===== src/rtl/core/sorb_pkg.sv =====
// Shared types, constants and helpers for the signed OR range bounds core.
// No dependencies.
package sorb_pkg;

   localparam int FIELD_W   = 32;
   localparam int MAX_WIDTH = 64;
   localparam int DEF_WIDTH = 32;

   // sign patterns of {a_low, a_high, b_low, b_high}, 1 = negative
   localparam logic [3:0] SGN_D_POS   = 4'b1110;
   localparam logic [3:0] SGN_B_POS   = 4'b1011;
   localparam logic [3:0] SGN_B_D_POS = 4'b1010;
   localparam logic [3:0] SGN_A_NEG   = 4'b1000;
   localparam logic [3:0] SGN_C_NEG   = 4'b0010;

   typedef struct packed {
      logic bad;
      logic min_fix;
      logic max_fix;
   } ctl_type;

   // one-hot of the highest set bit, zero for zero
   function automatic logic [MAX_WIDTH-1:0] highest_one(input logic [MAX_WIDTH-1:0] v);
      logic [MAX_WIDTH-1:0] s;
      s = v;
      for (int k = 1; k < MAX_WIDTH; k = k * 2) begin
         s = s | (s >> k);
      end
      return s ^ (s >> 1);
   endfunction

endpackage


===== src/rtl/core/sorb_prep.sv =====
// First stage: width conversion, reversed range check, sign case decode.
// Uses sorb_pkg.
module sorb_prep #(
   parameter int WIDTH = sorb_pkg::DEF_WIDTH
) (
   input  logic                              clock,
   input  logic                              load,
   input  logic signed [sorb_pkg::FIELD_W-1:0] a_low,
   input  logic signed [sorb_pkg::FIELD_W-1:0] a_high,
   input  logic signed [sorb_pkg::FIELD_W-1:0] b_low,
   input  logic signed [sorb_pkg::FIELD_W-1:0] b_high,
   output sorb_pkg::ctl_type                  ctl,
   output logic [WIDTH-1:0]                   min_a,
   output logic [WIDTH-1:0]                   min_b,
   output logic [WIDTH-1:0]                   min_c,
   output logic [WIDTH-1:0]                   min_d,
   output logic [WIDTH-1:0]                   max_a,
   output logic [WIDTH-1:0]                   max_b,
   output logic [WIDTH-1:0]                   max_c,
   output logic [WIDTH-1:0]                   max_d,
   output logic [WIDTH-1:0]                   min_val
);
   import sorb_pkg::*;

   logic [WIDTH-1:0] a, b, c, d;
   logic [3:0]       sgn;
   ctl_type          ctl_in, ctl_ff;
   logic [WIDTH-1:0] min_a_in, min_b_in, min_c_in, min_d_in;
   logic [WIDTH-1:0] max_a_in, max_b_in, max_c_in, max_d_in;
   logic [WIDTH-1:0] min_val_in;
   logic [WIDTH-1:0] min_a_ff, min_b_ff, min_c_ff, min_d_ff;
   logic [WIDTH-1:0] max_a_ff, max_b_ff, max_c_ff, max_d_ff;
   logic [WIDTH-1:0] min_val_ff;

   assign a   = WIDTH'(a_low);
   assign b   = WIDTH'(a_high);
   assign c   = WIDTH'(b_low);
   assign d   = WIDTH'(b_high);
   assign sgn = {a[WIDTH-1], b[WIDTH-1], c[WIDTH-1], d[WIDTH-1]};

   always_comb begin
      ctl_in.bad     = ($signed(b) < $signed(a)) || ($signed(d) < $signed(c));
      ctl_in.min_fix = 1'b0;
      ctl_in.max_fix = 1'b0;
      min_val_in     = a;
      min_a_in       = a;
      min_b_in       = b;
      min_c_in       = c;
      min_d_in       = d;
      max_a_in       = a;
      max_b_in       = b;
      max_c_in       = c;
      max_d_in       = d;
      case (sgn)
         SGN_D_POS: begin
            ctl_in.min_fix = 1'b1;
            ctl_in.max_fix = 1'b1;
            min_val_in     = a;
         end
         SGN_B_POS: begin
            ctl_in.min_fix = 1'b1;
            ctl_in.max_fix = 1'b1;
            min_val_in     = c;
         end
         SGN_B_D_POS: begin
            ctl_in.min_fix = 1'b1;
            min_val_in     = ($signed(a) < $signed(c)) ? a : c;
            max_a_in       = '0;
            max_c_in       = '0;
         end
         SGN_A_NEG: begin
            min_b_in = '1;
            max_a_in = '0;
         end
         SGN_C_NEG: begin
            min_d_in = '1;
            max_c_in = '0;
         end
         default: begin
            ctl_in.min_fix = 1'b0;
         end
      endcase
   end

   always_ff @(posedge clock) begin
      if (load) begin
         ctl_ff     <= ctl_in;
         min_val_ff <= min_val_in;
         min_a_ff   <= min_a_in;
         min_b_ff   <= min_b_in;
         min_c_ff   <= min_c_in;
         min_d_ff   <= min_d_in;
         max_a_ff   <= max_a_in;
         max_b_ff   <= max_b_in;
         max_c_ff   <= max_c_in;
         max_d_ff   <= max_d_in;
      end
   end

   assign ctl     = ctl_ff;
   assign min_val = min_val_ff;
   assign min_a   = min_a_ff;
   assign min_b   = min_b_ff;
   assign min_c   = min_c_ff;
   assign min_d   = min_d_ff;
   assign max_a   = max_a_ff;
   assign max_b   = max_b_ff;
   assign max_c   = max_c_ff;
   assign max_d   = max_d_ff;

endmodule


===== src/rtl/core/sorb_scan.sv =====
// Second stage: per-bit candidate tests of the bit scan, all positions at once.
// Uses sorb_pkg.
module sorb_scan #(
   parameter int WIDTH = sorb_pkg::DEF_WIDTH
) (
   input  logic               clock,
   input  logic               load,
   input  sorb_pkg::ctl_type  ctl_i,
   input  logic [WIDTH-1:0]   min_a,
   input  logic [WIDTH-1:0]   min_b,
   input  logic [WIDTH-1:0]   min_c,
   input  logic [WIDTH-1:0]   min_d,
   input  logic [WIDTH-1:0]   max_a,
   input  logic [WIDTH-1:0]   max_b,
   input  logic [WIDTH-1:0]   max_c,
   input  logic [WIDTH-1:0]   max_d,
   input  logic [WIDTH-1:0]   min_val_i,
   output sorb_pkg::ctl_type  ctl_o,
   output logic [WIDTH-1:0]   lo_a,
   output logic [WIDTH-1:0]   lo_c,
   output logic [WIDTH-1:0]   hi_b,
   output logic [WIDTH-1:0]   hi_d,
   output logic [WIDTH-1:0]   min_val_o,
   output logic [WIDTH-1:0]   hit_a,
   output logic [WIDTH-1:0]   hit_c,
   output logic [WIDTH-1:0]   hit_b,
   output logic [WIDTH-1:0]   hit_d
);
   import sorb_pkg::*;

   logic [WIDTH-1:0] hit_a_in, hit_c_in, hit_b_in, hit_d_in;
   logic [WIDTH-1:0] hit_a_ff, hit_c_ff, hit_b_ff, hit_d_ff;
   logic [WIDTH-1:0] lo_a_ff, lo_c_ff, hi_b_ff, hi_d_ff, min_val_ff;
   ctl_type          ctl_ff;

   for (genvar i = 0; i < WIDTH; i++) begin : g_bit
      localparam logic [WIDTH-1:0] M   = WIDTH'(1) << i;
      localparam logic [WIDTH-1:0] LOW = M - WIDTH'(1);
      logic [WIDTH-1:0] ta, tc, tb, td;
      logic             keep_b;
      assign ta          = (min_a | M) & ~LOW;
      assign tc          = (min_c | M) & ~LOW;
      assign tb          = (max_b & ~M) | LOW;
      assign td          = (max_d & ~M) | LOW;
      assign keep_b      = tb >= max_a;
      assign hit_a_in[i] = ~min_a[i] & min_c[i] & (ta <= min_b);
      assign hit_c_in[i] = min_a[i] & ~min_c[i] & (tc <= min_d);
      assign hit_b_in[i] = max_b[i] & max_d[i] & keep_b;
      assign hit_d_in[i] = max_b[i] & max_d[i] & ~keep_b & (td >= max_c);
   end

   always_ff @(posedge clock) begin
      if (load) begin
         ctl_ff     <= ctl_i;
         lo_a_ff    <= min_a;
         lo_c_ff    <= min_c;
         hi_b_ff    <= max_b;
         hi_d_ff    <= max_d;
         min_val_ff <= min_val_i;
         hit_a_ff   <= hit_a_in;
         hit_c_ff   <= hit_c_in;
         hit_b_ff   <= hit_b_in;
         hit_d_ff   <= hit_d_in;
      end
   end

   assign ctl_o     = ctl_ff;
   assign lo_a      = lo_a_ff;
   assign lo_c      = lo_c_ff;
   assign hi_b      = hi_b_ff;
   assign hi_d      = hi_d_ff;
   assign min_val_o = min_val_ff;
   assign hit_a     = hit_a_ff;
   assign hit_c     = hit_c_ff;
   assign hit_b     = hit_b_ff;
   assign hit_d     = hit_d_ff;

endmodule


===== src/rtl/core/sorb_pick.sv =====
// Third stage: picks the highest candidate bit, forms the bounds, output register.
// Uses sorb_pkg.
module sorb_pick #(
   parameter int WIDTH = sorb_pkg::DEF_WIDTH
) (
   input  logic                                clock,
   input  logic                                load,
   input  sorb_pkg::ctl_type                   ctl,
   input  logic [WIDTH-1:0]                    lo_a,
   input  logic [WIDTH-1:0]                    lo_c,
   input  logic [WIDTH-1:0]                    hi_b,
   input  logic [WIDTH-1:0]                    hi_d,
   input  logic [WIDTH-1:0]                    min_val,
   input  logic [WIDTH-1:0]                    hit_a,
   input  logic [WIDTH-1:0]                    hit_c,
   input  logic [WIDTH-1:0]                    hit_b,
   input  logic [WIDTH-1:0]                    hit_d,
   output logic signed [sorb_pkg::FIELD_W-1:0] or_min,
   output logic signed [sorb_pkg::FIELD_W-1:0] or_max,
   output logic                                bad_range
);
   import sorb_pkg::*;

   logic [WIDTH-1:0]          hm, lm, hx, lx, umin, umax, smin, smax;
   logic signed [FIELD_W-1:0] or_min_in, or_max_in, or_min_ff, or_max_ff;
   logic                      bad_ff;

   assign hm = WIDTH'(highest_one(MAX_WIDTH'(hit_a | hit_c)));
   assign hx = WIDTH'(highest_one(MAX_WIDTH'(hit_b | hit_d)));
   assign lm = hm - WIDTH'(1);
   assign lx = hx - WIDTH'(1);

   always_comb begin
      if (hm == '0) begin
         umin = lo_a | lo_c;
      end else if ((hm & hit_a) != '0) begin
         umin = ((lo_a | hm) & ~lm) | lo_c;
      end else begin
         umin = ((lo_c | hm) & ~lm) | lo_a;
      end
      if (hx == '0) begin
         umax = hi_b | hi_d;
      end else if ((hx & hit_b) != '0) begin
         umax = (hi_b & ~hx) | lx | hi_d;
      end else begin
         umax = (hi_d & ~hx) | lx | hi_b;
      end
      smin      = ctl.min_fix ? min_val : umin;
      smax      = ctl.max_fix ? '1 : umax;
      or_min_in = ctl.bad ? '0 : FIELD_W'($signed(smin));
      or_max_in = ctl.bad ? '0 : FIELD_W'($signed(smax));
   end

   always_ff @(posedge clock) begin
      if (load) begin
         or_min_ff <= or_min_in;
         or_max_ff <= or_max_in;
         bad_ff    <= ctl.bad;
      end
   end

   assign or_min    = or_min_ff;
   assign or_max    = or_max_ff;
   assign bad_range = bad_ff;

endmodule


===== src/rtl/core/signed_or_range_bounds_core.sv =====
// Signed OR range bounds: least and greatest x | y over two signed ranges.
// Throughput 1 item per cycle while rsp_stall does not hold the pipeline.
// Three register stages (decode, per-bit scan tests, pick and output register).
// A stage fills whenever it is empty or moving on, so a stall loses nothing.
// Synchronous active-high reset empties the pipeline; no other state.
// Uses sorb_pkg, sorb_prep, sorb_scan, sorb_pick.
module signed_or_range_bounds_core #(
   parameter int WIDTH = sorb_pkg::DEF_WIDTH
) (
   input  logic                                clock,
   input  logic                                reset,
   input  logic                                req_valid,
   output logic                                req_stall,
   input  logic signed [sorb_pkg::FIELD_W-1:0] req_a_low,
   input  logic signed [sorb_pkg::FIELD_W-1:0] req_a_high,
   input  logic signed [sorb_pkg::FIELD_W-1:0] req_b_low,
   input  logic signed [sorb_pkg::FIELD_W-1:0] req_b_high,
   output logic                                rsp_valid,
   input  logic                                rsp_stall,
   output logic signed [sorb_pkg::FIELD_W-1:0] rsp_or_min,
   output logic signed [sorb_pkg::FIELD_W-1:0] rsp_or_max,
   output logic                                rsp_bad_range
);
   import sorb_pkg::*;

   logic v1_ff, v2_ff, v3_ff, v1_in, v2_in, v3_in;
   logic ld1, ld2, ld3;

   ctl_type          ctl1, ctl2;
   logic [WIDTH-1:0] min_a, min_b, min_c, min_d, max_a, max_b, max_c, max_d, min_val1;
   logic [WIDTH-1:0] lo_a, lo_c, hi_b, hi_d, min_val2, hit_a, hit_c, hit_b, hit_d;

   assign ld3       = !v3_ff || !rsp_stall;
   assign ld2       = !v2_ff || ld3;
   assign ld1       = !v1_ff || ld2;
   assign req_stall = !ld1;

   always_comb begin
      v1_in = ld1 ? req_valid : v1_ff;
      v2_in = ld2 ? v1_ff : v2_ff;
      v3_in = ld3 ? v2_ff : v3_ff;
   end

   always_ff @(posedge clock) begin
      if (reset) begin
         v1_ff <= 1'b0;
         v2_ff <= 1'b0;
         v3_ff <= 1'b0;
      end else begin
         v1_ff <= v1_in;
         v2_ff <= v2_in;
         v3_ff <= v3_in;
      end
   end

   sorb_prep #(.WIDTH(WIDTH)) u_prep (
      .clock   (clock),
      .load    (ld1),
      .a_low   (req_a_low),
      .a_high  (req_a_high),
      .b_low   (req_b_low),
      .b_high  (req_b_high),
      .ctl     (ctl1),
      .min_a   (min_a),
      .min_b   (min_b),
      .min_c   (min_c),
      .min_d   (min_d),
      .max_a   (max_a),
      .max_b   (max_b),
      .max_c   (max_c),
      .max_d   (max_d),
      .min_val (min_val1)
   );

   sorb_scan #(.WIDTH(WIDTH)) u_scan (
      .clock     (clock),
      .load      (ld2),
      .ctl_i     (ctl1),
      .min_a     (min_a),
      .min_b     (min_b),
      .min_c     (min_c),
      .min_d     (min_d),
      .max_a     (max_a),
      .max_b     (max_b),
      .max_c     (max_c),
      .max_d     (max_d),
      .min_val_i (min_val1),
      .ctl_o     (ctl2),
      .lo_a      (lo_a),
      .lo_c      (lo_c),
      .hi_b      (hi_b),
      .hi_d      (hi_d),
      .min_val_o (min_val2),
      .hit_a     (hit_a),
      .hit_c     (hit_c),
      .hit_b     (hit_b),
      .hit_d     (hit_d)
   );

   sorb_pick #(.WIDTH(WIDTH)) u_pick (
      .clock     (clock),
      .load      (ld3),
      .ctl       (ctl2),
      .lo_a      (lo_a),
      .lo_c      (lo_c),
      .hi_b      (hi_b),
      .hi_d      (hi_d),
      .min_val   (min_val2),
      .hit_a     (hit_a),
      .hit_c     (hit_c),
      .hit_b     (hit_b),
      .hit_d     (hit_d),
      .or_min    (rsp_or_min),
      .or_max    (rsp_or_max),
      .bad_range (rsp_bad_range)
   );

   assign rsp_valid = v3_ff;

   a_bad_zero : assert property (@(posedge clock) disable iff (reset)
      rsp_valid && rsp_bad_range |-> rsp_or_min == '0 && rsp_or_max == '0)
      else $error("reversed range gave non-zero bounds");

   a_min_le_max : assert property (@(posedge clock) disable iff (reset)
      rsp_valid && !rsp_bad_range |-> rsp_or_min <= rsp_or_max)
      else $error("least bound above greatest bound");

   a_accept_fills : assert property (@(posedge clock) disable iff (reset)
      req_valid && !req_stall |=> v1_ff)
      else $error("accepted transfer not captured");

   a_stall_full : assert property (@(posedge clock) disable iff (reset)
      req_stall |-> v1_ff && v2_ff && v3_ff && rsp_stall)
      else $error("input stalled with room in the pipeline");

endmodule

===== config.mk =====
export PLATFORM = sky130hd
export DESIGN_NAME = signed_or_range_bounds_core
export DESIGN_NICKNAME = d
export VERILOG_FILES = /design/src/rtl/core/sorb_pkg.sv /design/src/rtl/core/sorb_prep.sv /design/src/rtl/core/sorb_scan.sv /design/src/rtl/core/sorb_pick.sv /design/src/rtl/core/signed_or_range_bounds_core.sv
export SDC_FILE = /design/constraint.sdc
export NUM_CORES = 2
export LEC_CHECK = 0
export BUFFER_PORTS_ARGS = -buffer_cell sky130_fd_sc_hd__buf_4
export CORE_MARGIN = 8
export CORE_UTILIZATION = 30
export DETAILED_ROUTE_END_ITERATION = 16
export GPL_ROUTABILITY_DRIVEN = 0
export PLACE_DENSITY_LB_ADDON = 0.2
export REMOVE_ABC_BUFFERS = 1
export SLEW_MARGIN = 20
export SYNTH_ARGS = -nofsm -noshare
export SYNTH_HDL_FRONTEND = slang
export SYNTH_SLANG_ARGS = --single-unit

===== constraint.sdc =====
create_clock -name clock -period 15.15 [get_ports clock]
set_input_delay 1.515 -clock clock [delete_from_list [all_inputs] [get_ports clock]]
set_output_delay 1.515 -clock clock [all_outputs]
set_load 0.05 [all_outputs]

### Word level (Yosys, flattened, before mapping)

Index checks and enable logic that the tools add are counted.

| storage, ports and cells | value |
|---|---|
| register bits | 650 |
| word-level logic and storage cells | 581 |
| output and inout port bits | 67 |

| operators by class | value |
|---|---|
| muxes and demuxes | 10 |
| magnitude comparators | 131 |
| reduce and logical (&&, ||, !) cells | 17 |
| add/subtract/negate cells | 2 |
| bitwise gates (word level) | 386 |
| equal/unequal tests | 5 |

Operators with widths:

| cell | count |
|---|---|
| $ge 32x32->1 | 62 |
| $le 32x32->1 | 62 |
| $or 32x32->32 | 12 |
| $and 1x1->1 | 256 |
| $mux 32 | 7 |
| $and 32x32->32 | 6 |
| $or 64x48->64 | 2 |
| $or 64x56->64 | 2 |
| $or 64x60->64 | 2 |
| $or 64x62->64 | 2 |
| $or 64x63->64 | 2 |
| $lt 32x32->1 | 3 |
| $not 1->1 | 96 |
| $or 33x32->33 | 2 |
| $ge 31x32->1 const A | 2 |
| $le 32x32->1 const A | 2 |
| $logic_not 32->1 | 2 |
| $not 32->32 | 2 |
| $pmux 32 s2 | 1 |
| $reduce_bool 32->1 | 2 |
| $sub 32x1->32 const B | 2 |
| $xor 32x32->32 | 2 |
| $eq 4x4->1 const B | 4 |
| $reduce_or 2->1 | 3 |
| 5 further kinds | 13 |

### Longest topological paths before layout

| logic depth | value |
|---|---|
| word-level depth | 15 |
| gate-level depth with buffers | 16 |
| gate-level depth less buffers | 14 |

### Hierarchy

From an unflattened synthesis, not the netlist that was laid out.

| second synthesis, totals | value |
|---|---|
| cell total of the unflattened synthesis | 3,164 |
| area total of the unflattened synthesis | 35,469.0 um^2 |

Modules (own cells, without submodules):

| module | area each (um^2) | cells each | times used |
|---|---|---|---|
| sorb_scan | 15,776.4 | 1,432 | 1 |
| sorb_prep | 12,321.8 | 784 | 1 |
| sorb_pick | 7,255.7 | 935 | 1 |
| signed_or_range_bounds_core | 115.1 | 13 | 1 |

### Worst setup path before layout

Ideal clock, no wire load.

| timing | value |
|---|---|
| path kind | input to output |
| start | in rsp_stall |
| end | out req_stall |
| cell stages on the path | 3 |
| data required time | 13.635 ns |
| slack | 3.623 ns |
| buffers on the path | 0 |
| arrival | 10.012 ns |
| cells stage by stage | and3_1 nand2_1 inv_1 |

| on the way | value |
|---|---|
| cells in the longest elaborated chain, start to end | 5 |

Ends and longest elaborated chain:

| element | line | source |
|---|---|---|
| start: declaration | signed_or_range_bounds_core.sv:19 | `input logic rsp_stall,` |
| $logic_not 1->1 | signed_or_range_bounds_core.sv:33 | `assign ld3 = !v3_ff \|\| !rsp_stall;` |
| $logic_or 1x1->1 | signed_or_range_bounds_core.sv:33 |  |
| $logic_or 1x1->1 | signed_or_range_bounds_core.sv:34 | `assign ld2 = !v2_ff \|\| ld3;` |
| $logic_or 1x1->1 | signed_or_range_bounds_core.sv:35 | `assign ld1 = !v1_ff \|\| ld2;` |
| $logic_not 1->1 | signed_or_range_bounds_core.sv:36 | `assign req_stall = !ld1;` |
| end: declaration | signed_or_range_bounds_core.sv:13 | `output logic req_stall,` |

No other way between the ends.

### Worst setup path after layout

| timing | value |
|---|---|
| start | reg u_scan.hit_a_ff[23], in the netlist u_scan.hit_a[23] |
| end | reg u_pick.or_min_ff[31], in the netlist u_pick.or_min[31] (data pin) |

| on the way | value |
|---|---|
| cells in the longest elaborated chain, start to end | 15 |

Ends and longest elaborated chain:

| element | line | source |
|---|---|---|
| start: declaration | sorb_scan.sv:32 | `logic [WIDTH-1:0] hit_a_ff, hit_c_ff, hit_b_ff, hit_d_ff;` |
| start signal: assignment | sorb_scan.sv:60 | `hit_a_ff <= hit_a_in;` |
| $or 32x32->32 | sorb_pick.sv:28 | `assign hm = WIDTH'(highest_one(MAX_WIDTH'(hit_a \| hit_c)));` |
| $or 64x63->64 | sorb_pkg.sv:27 | `s = s \| (s >> k);` |
| $or 64x62->64 | sorb_pkg.sv:27 |  |
| $or 64x60->64 | sorb_pkg.sv:27 |  |
| $or 64x56->64 | sorb_pkg.sv:27 |  |
| $or 64x48->64 | sorb_pkg.sv:27 |  |
| $or 33x32->33 | sorb_pkg.sv:27 |  |
| $xor 32x32->32 | sorb_pkg.sv:29 | `return s ^ (s >> 1);` |
| $sub 32x1->32 | sorb_pick.sv:30 | `assign lm = hm - WIDTH'(1);` |
| $not 32->32 | sorb_pick.sv:37, sorb_pick.sv:39 |  |
| $and 32x32->32 (on tied branches) | sorb_pick.sv:39, sorb_pick.sv:37 |  |
| $or 32x32->32 (on tied branches) | sorb_pick.sv:39, sorb_pick.sv:37 |  |
| $mux 32 | sorb_pick.sv:36 | `end else if ((hm & hit_a) != '0) begin` |
| $mux 32 (*) | sorb_pick.sv:34 | `if (hm == '0) begin` |
| $mux 32 (*) | sorb_pick.sv:48 | `smin = ctl.min_fix ? min_val : umin;` |
| end signal: assignment | sorb_pick.sv:56 | `or_min_ff <= or_min_in;` |
| end: declaration | sorb_pick.sv:25 | `logic signed [FIELD_W-1:0] or_min_in, or_max_in, or_min_ff, or_max_ff;` |

Every way passes the cells marked *; elsewhere a longest branch is shown, timed or not.
A chain may end at the register's enable or synchronous reset.

==> results.yml <==
die:
  die_h_um: 359
  num_rows: 125
  initial_core_util_pct: 30.3
  ios: 199
  die_x_um: 359
  dieArea_um2: 129000
  core_area_um2: 116000
clock_tree:
  cts-buffers-inserted: 74
  cts_resized: 0
  cts.clk_slew.worst_paths_ps: 60
  cts_setup_buffers: 0
  ctsLongestPathBuffers: 3
  hold_buffers: 0
  cts_tree: "yes"
  htreeDepth: 3
  cts.sinks: 650
  clkLatencyLatePin_ps: 630
  clockRootBuffer: "clkbuf_16"
timing:
  fin_worst_skew_ps: 17.5
  worst_pin_slew_ps: 1110
  drv_slew: 0
  finalHoldViolCount: 0
  setup_slack_ps: 9440
  finalCriticalPeriod_ps: 5710
  fin_crit_sh_pct: 37.7
  maxSlewHeadroom_pct: 25.6
  tns_ps: 0
  setup_violations: 0
  timing.fmax_mhz: 175
  rsz0062_at_grt: "no"
pwr:
  power_switching_mw: 1.49
  power_density_nw_per_um2: 122
  power.internal_mw: 3.53
  irDropWorstVdd_mv: 0.0754
  clkPwrFrac_pct: 36.0
  seqPwrFrac_pct: 44.7
  totalPowerFinal_mw: 5.03
  power_frac_comb_pct: 19.3
  switching_share_pct: 29.7
  cellLeakagePower_nw: 16.6
setup_path:
  r2r_slack_ps: 9440
  cp-end-kind: "flip-flop"
  r2r_cells: 12
  rr_endpoint: "u_pick.or_min[31]$_SDFFCE_PP0P_"
  crit_type: "reg -> reg"
  cp-start-kind: "flip-flop"
  crit_path_max_fanout: 15
  required_ps: 15530
  rr_startpoint: "u_scan.hit_a[23]$_DFFE_PP_"
  worstPathArrival_ps: 6090
worst_hold_path:
  whs_endpoint: "u_scan.min_val_o[23]$_DFFE_PP_"
  whs_path_depth: 0
  hp-start: "u_prep.min_val[23]$_DFFE_PN_"
  hp-class: "reg -> reg"
logic_synthesis:
  synth_area_um2: 35300
  yosys.cell_types.count: 99
  async_reset_ff_share_pct: 0
  yosys_register_bits: 650
  syn_inst: 3166
  yosys-top-cells-area: "edfxtp_1, ha_1, a21oi_1, nor2_1, o21ai_0"
  seq_area_frac_synth_pct: 55.3
  syn_avg_cell_area_um2: 11.1
  synth_warnings: 0
  synth-edff-count: 647
  synth.top_cell.area_share_pct: 55.1
  yosys.area.top_type: "edfxtp_1"
  ys.flop_type: "edfxtp_1"
grt:
  grtUsageTotal_pct: 17.7
  grt_pass1_wl_um: 173000
  grt.overflow.total: 0
  grt_max_degree: 92
  grt_pass1_vias: 26090
  antenna_found_initial: 9
drt:
  first_pass_iters: 6
  wl_um: 120000
  ant_nets: 0
  wl_per_cell_um: 24.0
  wl_met1_um: 54100
  viasPerCell: 5.40
  wl_met2_um: 53000
  route.detailed.drc: 0
  drtIter0Drc: 2821
  top_layer: "met5"
  vias: 27008
  met3_length_um: 10400
cells_and_area:
  syn2layout_area_growth_pct: 16.5
  nets: 3765
  drive_above_1_share_pct: 11.4
  fillers: 11650
run_status:
  status: "complete, no violations"
placement:
  io_buffers: 198
  dpl_worst_slack_ps: 9250
  post-dp-hpwl_um: 93000
job:
  cap_violations: 0
worst max-delay path by stage:
stage	start	end	slack (ps)	cells past startpoint
2_1_floorplan	rsp_stall	req_stall	3620	3
3_3_place_gp	rsp_stall	u_prep.min_c[18]$_DFFE_PN_	9270	6
3_5_place_dp	rsp_stall	u_prep.min_c[18]$_DFFE_PN_	9250	6
4_1_cts	u_scan.hit_a[23]$_DFFE_PP_	u_pick.or_min[31]$_SDFFCE_PP0P_	9700	12
5_1_grt	u_scan.hit_a[23]$_DFFE_PP_	u_pick.or_min[31]$_SDFFCE_PP0P_	9150	12
6_report	u_scan.hit_a[23]$_DFFE_PP_	u_pick.or_min[31]$_SDFFCE_PP0P_	9440	12
cells in the mapped netlist (17+ instances only):
cell,number
a211oi_1,21
a21o_1,66
a21oi_1,247
a22o_1,35
a31oi_1,27
and2_1,86
and3_1,50
clkbuf_1,46
edfxtp_1,647
ha_1,227
inv_1,233
mux2i_1,19
nand2_1,192
nand2b_1,93
nand3_1,83
nand4_1,47
nor2_1,251
nor2b_1,32
nor3_1,94
nor3b_1,38
nor4_1,65
o21a_1,21
o21ai_0,186
o21bai_1,17
o31ai_1,27
or4_1,21
layout by cell type, fill, tap and decap left out, types with 21 or more instances in the layout:
master,synthesis,routed
edfxtp_1,647,647
nor2_1,251,248
a21oi_1,247,247
buf_4,5,233
inv_1,233,232
ha_1,227,227
nand2_1,192,190
o21ai_0,186,184
nor3_1,94,94
nand2b_1,93,93
and2_1,86,86
nand3_1,83,83
clkbuf_16,0,81
a21o_1,66,66
nor4_1,65,64
and3_1,50,49
nand4_1,47,47
nor3b_1,38,38
a22o_1,35,35
nor2b_1,32,32
a31oi_1,27,27
o31ai_1,27,27
or4_1,21,21
o21a_1,21,21
a211oi_1,21,21
clkinv_1,1,21
layer usage:
metal  vias up  global-route usage, %
met1     13255                   24.7
met5         -                      0
li1      12572                      -
met4         8                   3.44
met3       139                   4.72
met2      1034                   27.6
critical path, stage by stage (launching register included):
cell      delay [ps]
edfxtp_1         440
nor4_2           630
nand3_1          570
or4_1            820
nor3_2           220
nand2b_1         200
ha_1             220
nand3_1          120
a21oi_1          230
nand4_1          670
o21ai_1          910
nand3_1          160
a31o_1           250
power groups by stage:
stage	Sequential, mW	Clock [mW]	Combinational [mW]
6_report	2.25	1.81	0.970
3_5_place_dp	2.29	0	0.955
3_3_place_gp	2.29	0	0.950
4_1_cts	2.26	1.86	0.959
5_1_grt	2.27	1.92	1.05
2_1_floorplan	2.38	0	0.470
cell families (layout without fill, tap and decap cells):
| logic type | count (synthesis) | after routing | share of synthesized area (%) |
|---|---|---|---|
| buffers and inverters | 304 | 605 | 3.53 |
| other | 0 | 8 | 0 |
| muxes | 20 | 20 | 0.582 |
| DFF | 650 | 650 | 55.3 |
| adders and majority gates | 227 | 227 | 8.06 |
| AOI/OAI and AO/OA | 820 | 820 | 14.9 |
| and+or+nand+nor | 1138 | 1138 | 17.4 |
| xor gates and xnor gates | 7 | 7 | 0.174 |
cell type report:
cell class              count  area [µm²]  share of cell area, %
multi-input cells        2212       14600                   35.5
inverters                 235         897                   2.18
repair buffers            233        1750                   4.26
well taps                1524        1910                   4.64
diodes                      8        20.0                 0.0487
flip-flops and latches    650       19500                   47.5
clock inverters            43         353                  0.859
clock buffers              94        2090                   5.08
metrics by stage:
stage,area [µm²],hold slack [ps],util (%),instances
3_3_place_gp,38600,404,33.2,4854
4_1_cts,41100,407,35.3,4991
3_5_place_dp,38600,405,33.2,4854
2_1_floorplan,34900,400,-,3097
6_report,41100,414,35.3,4999
5_1_grt,41100,415,35.3,4991
No activity file was read; power rests on OpenSTA's default activity.
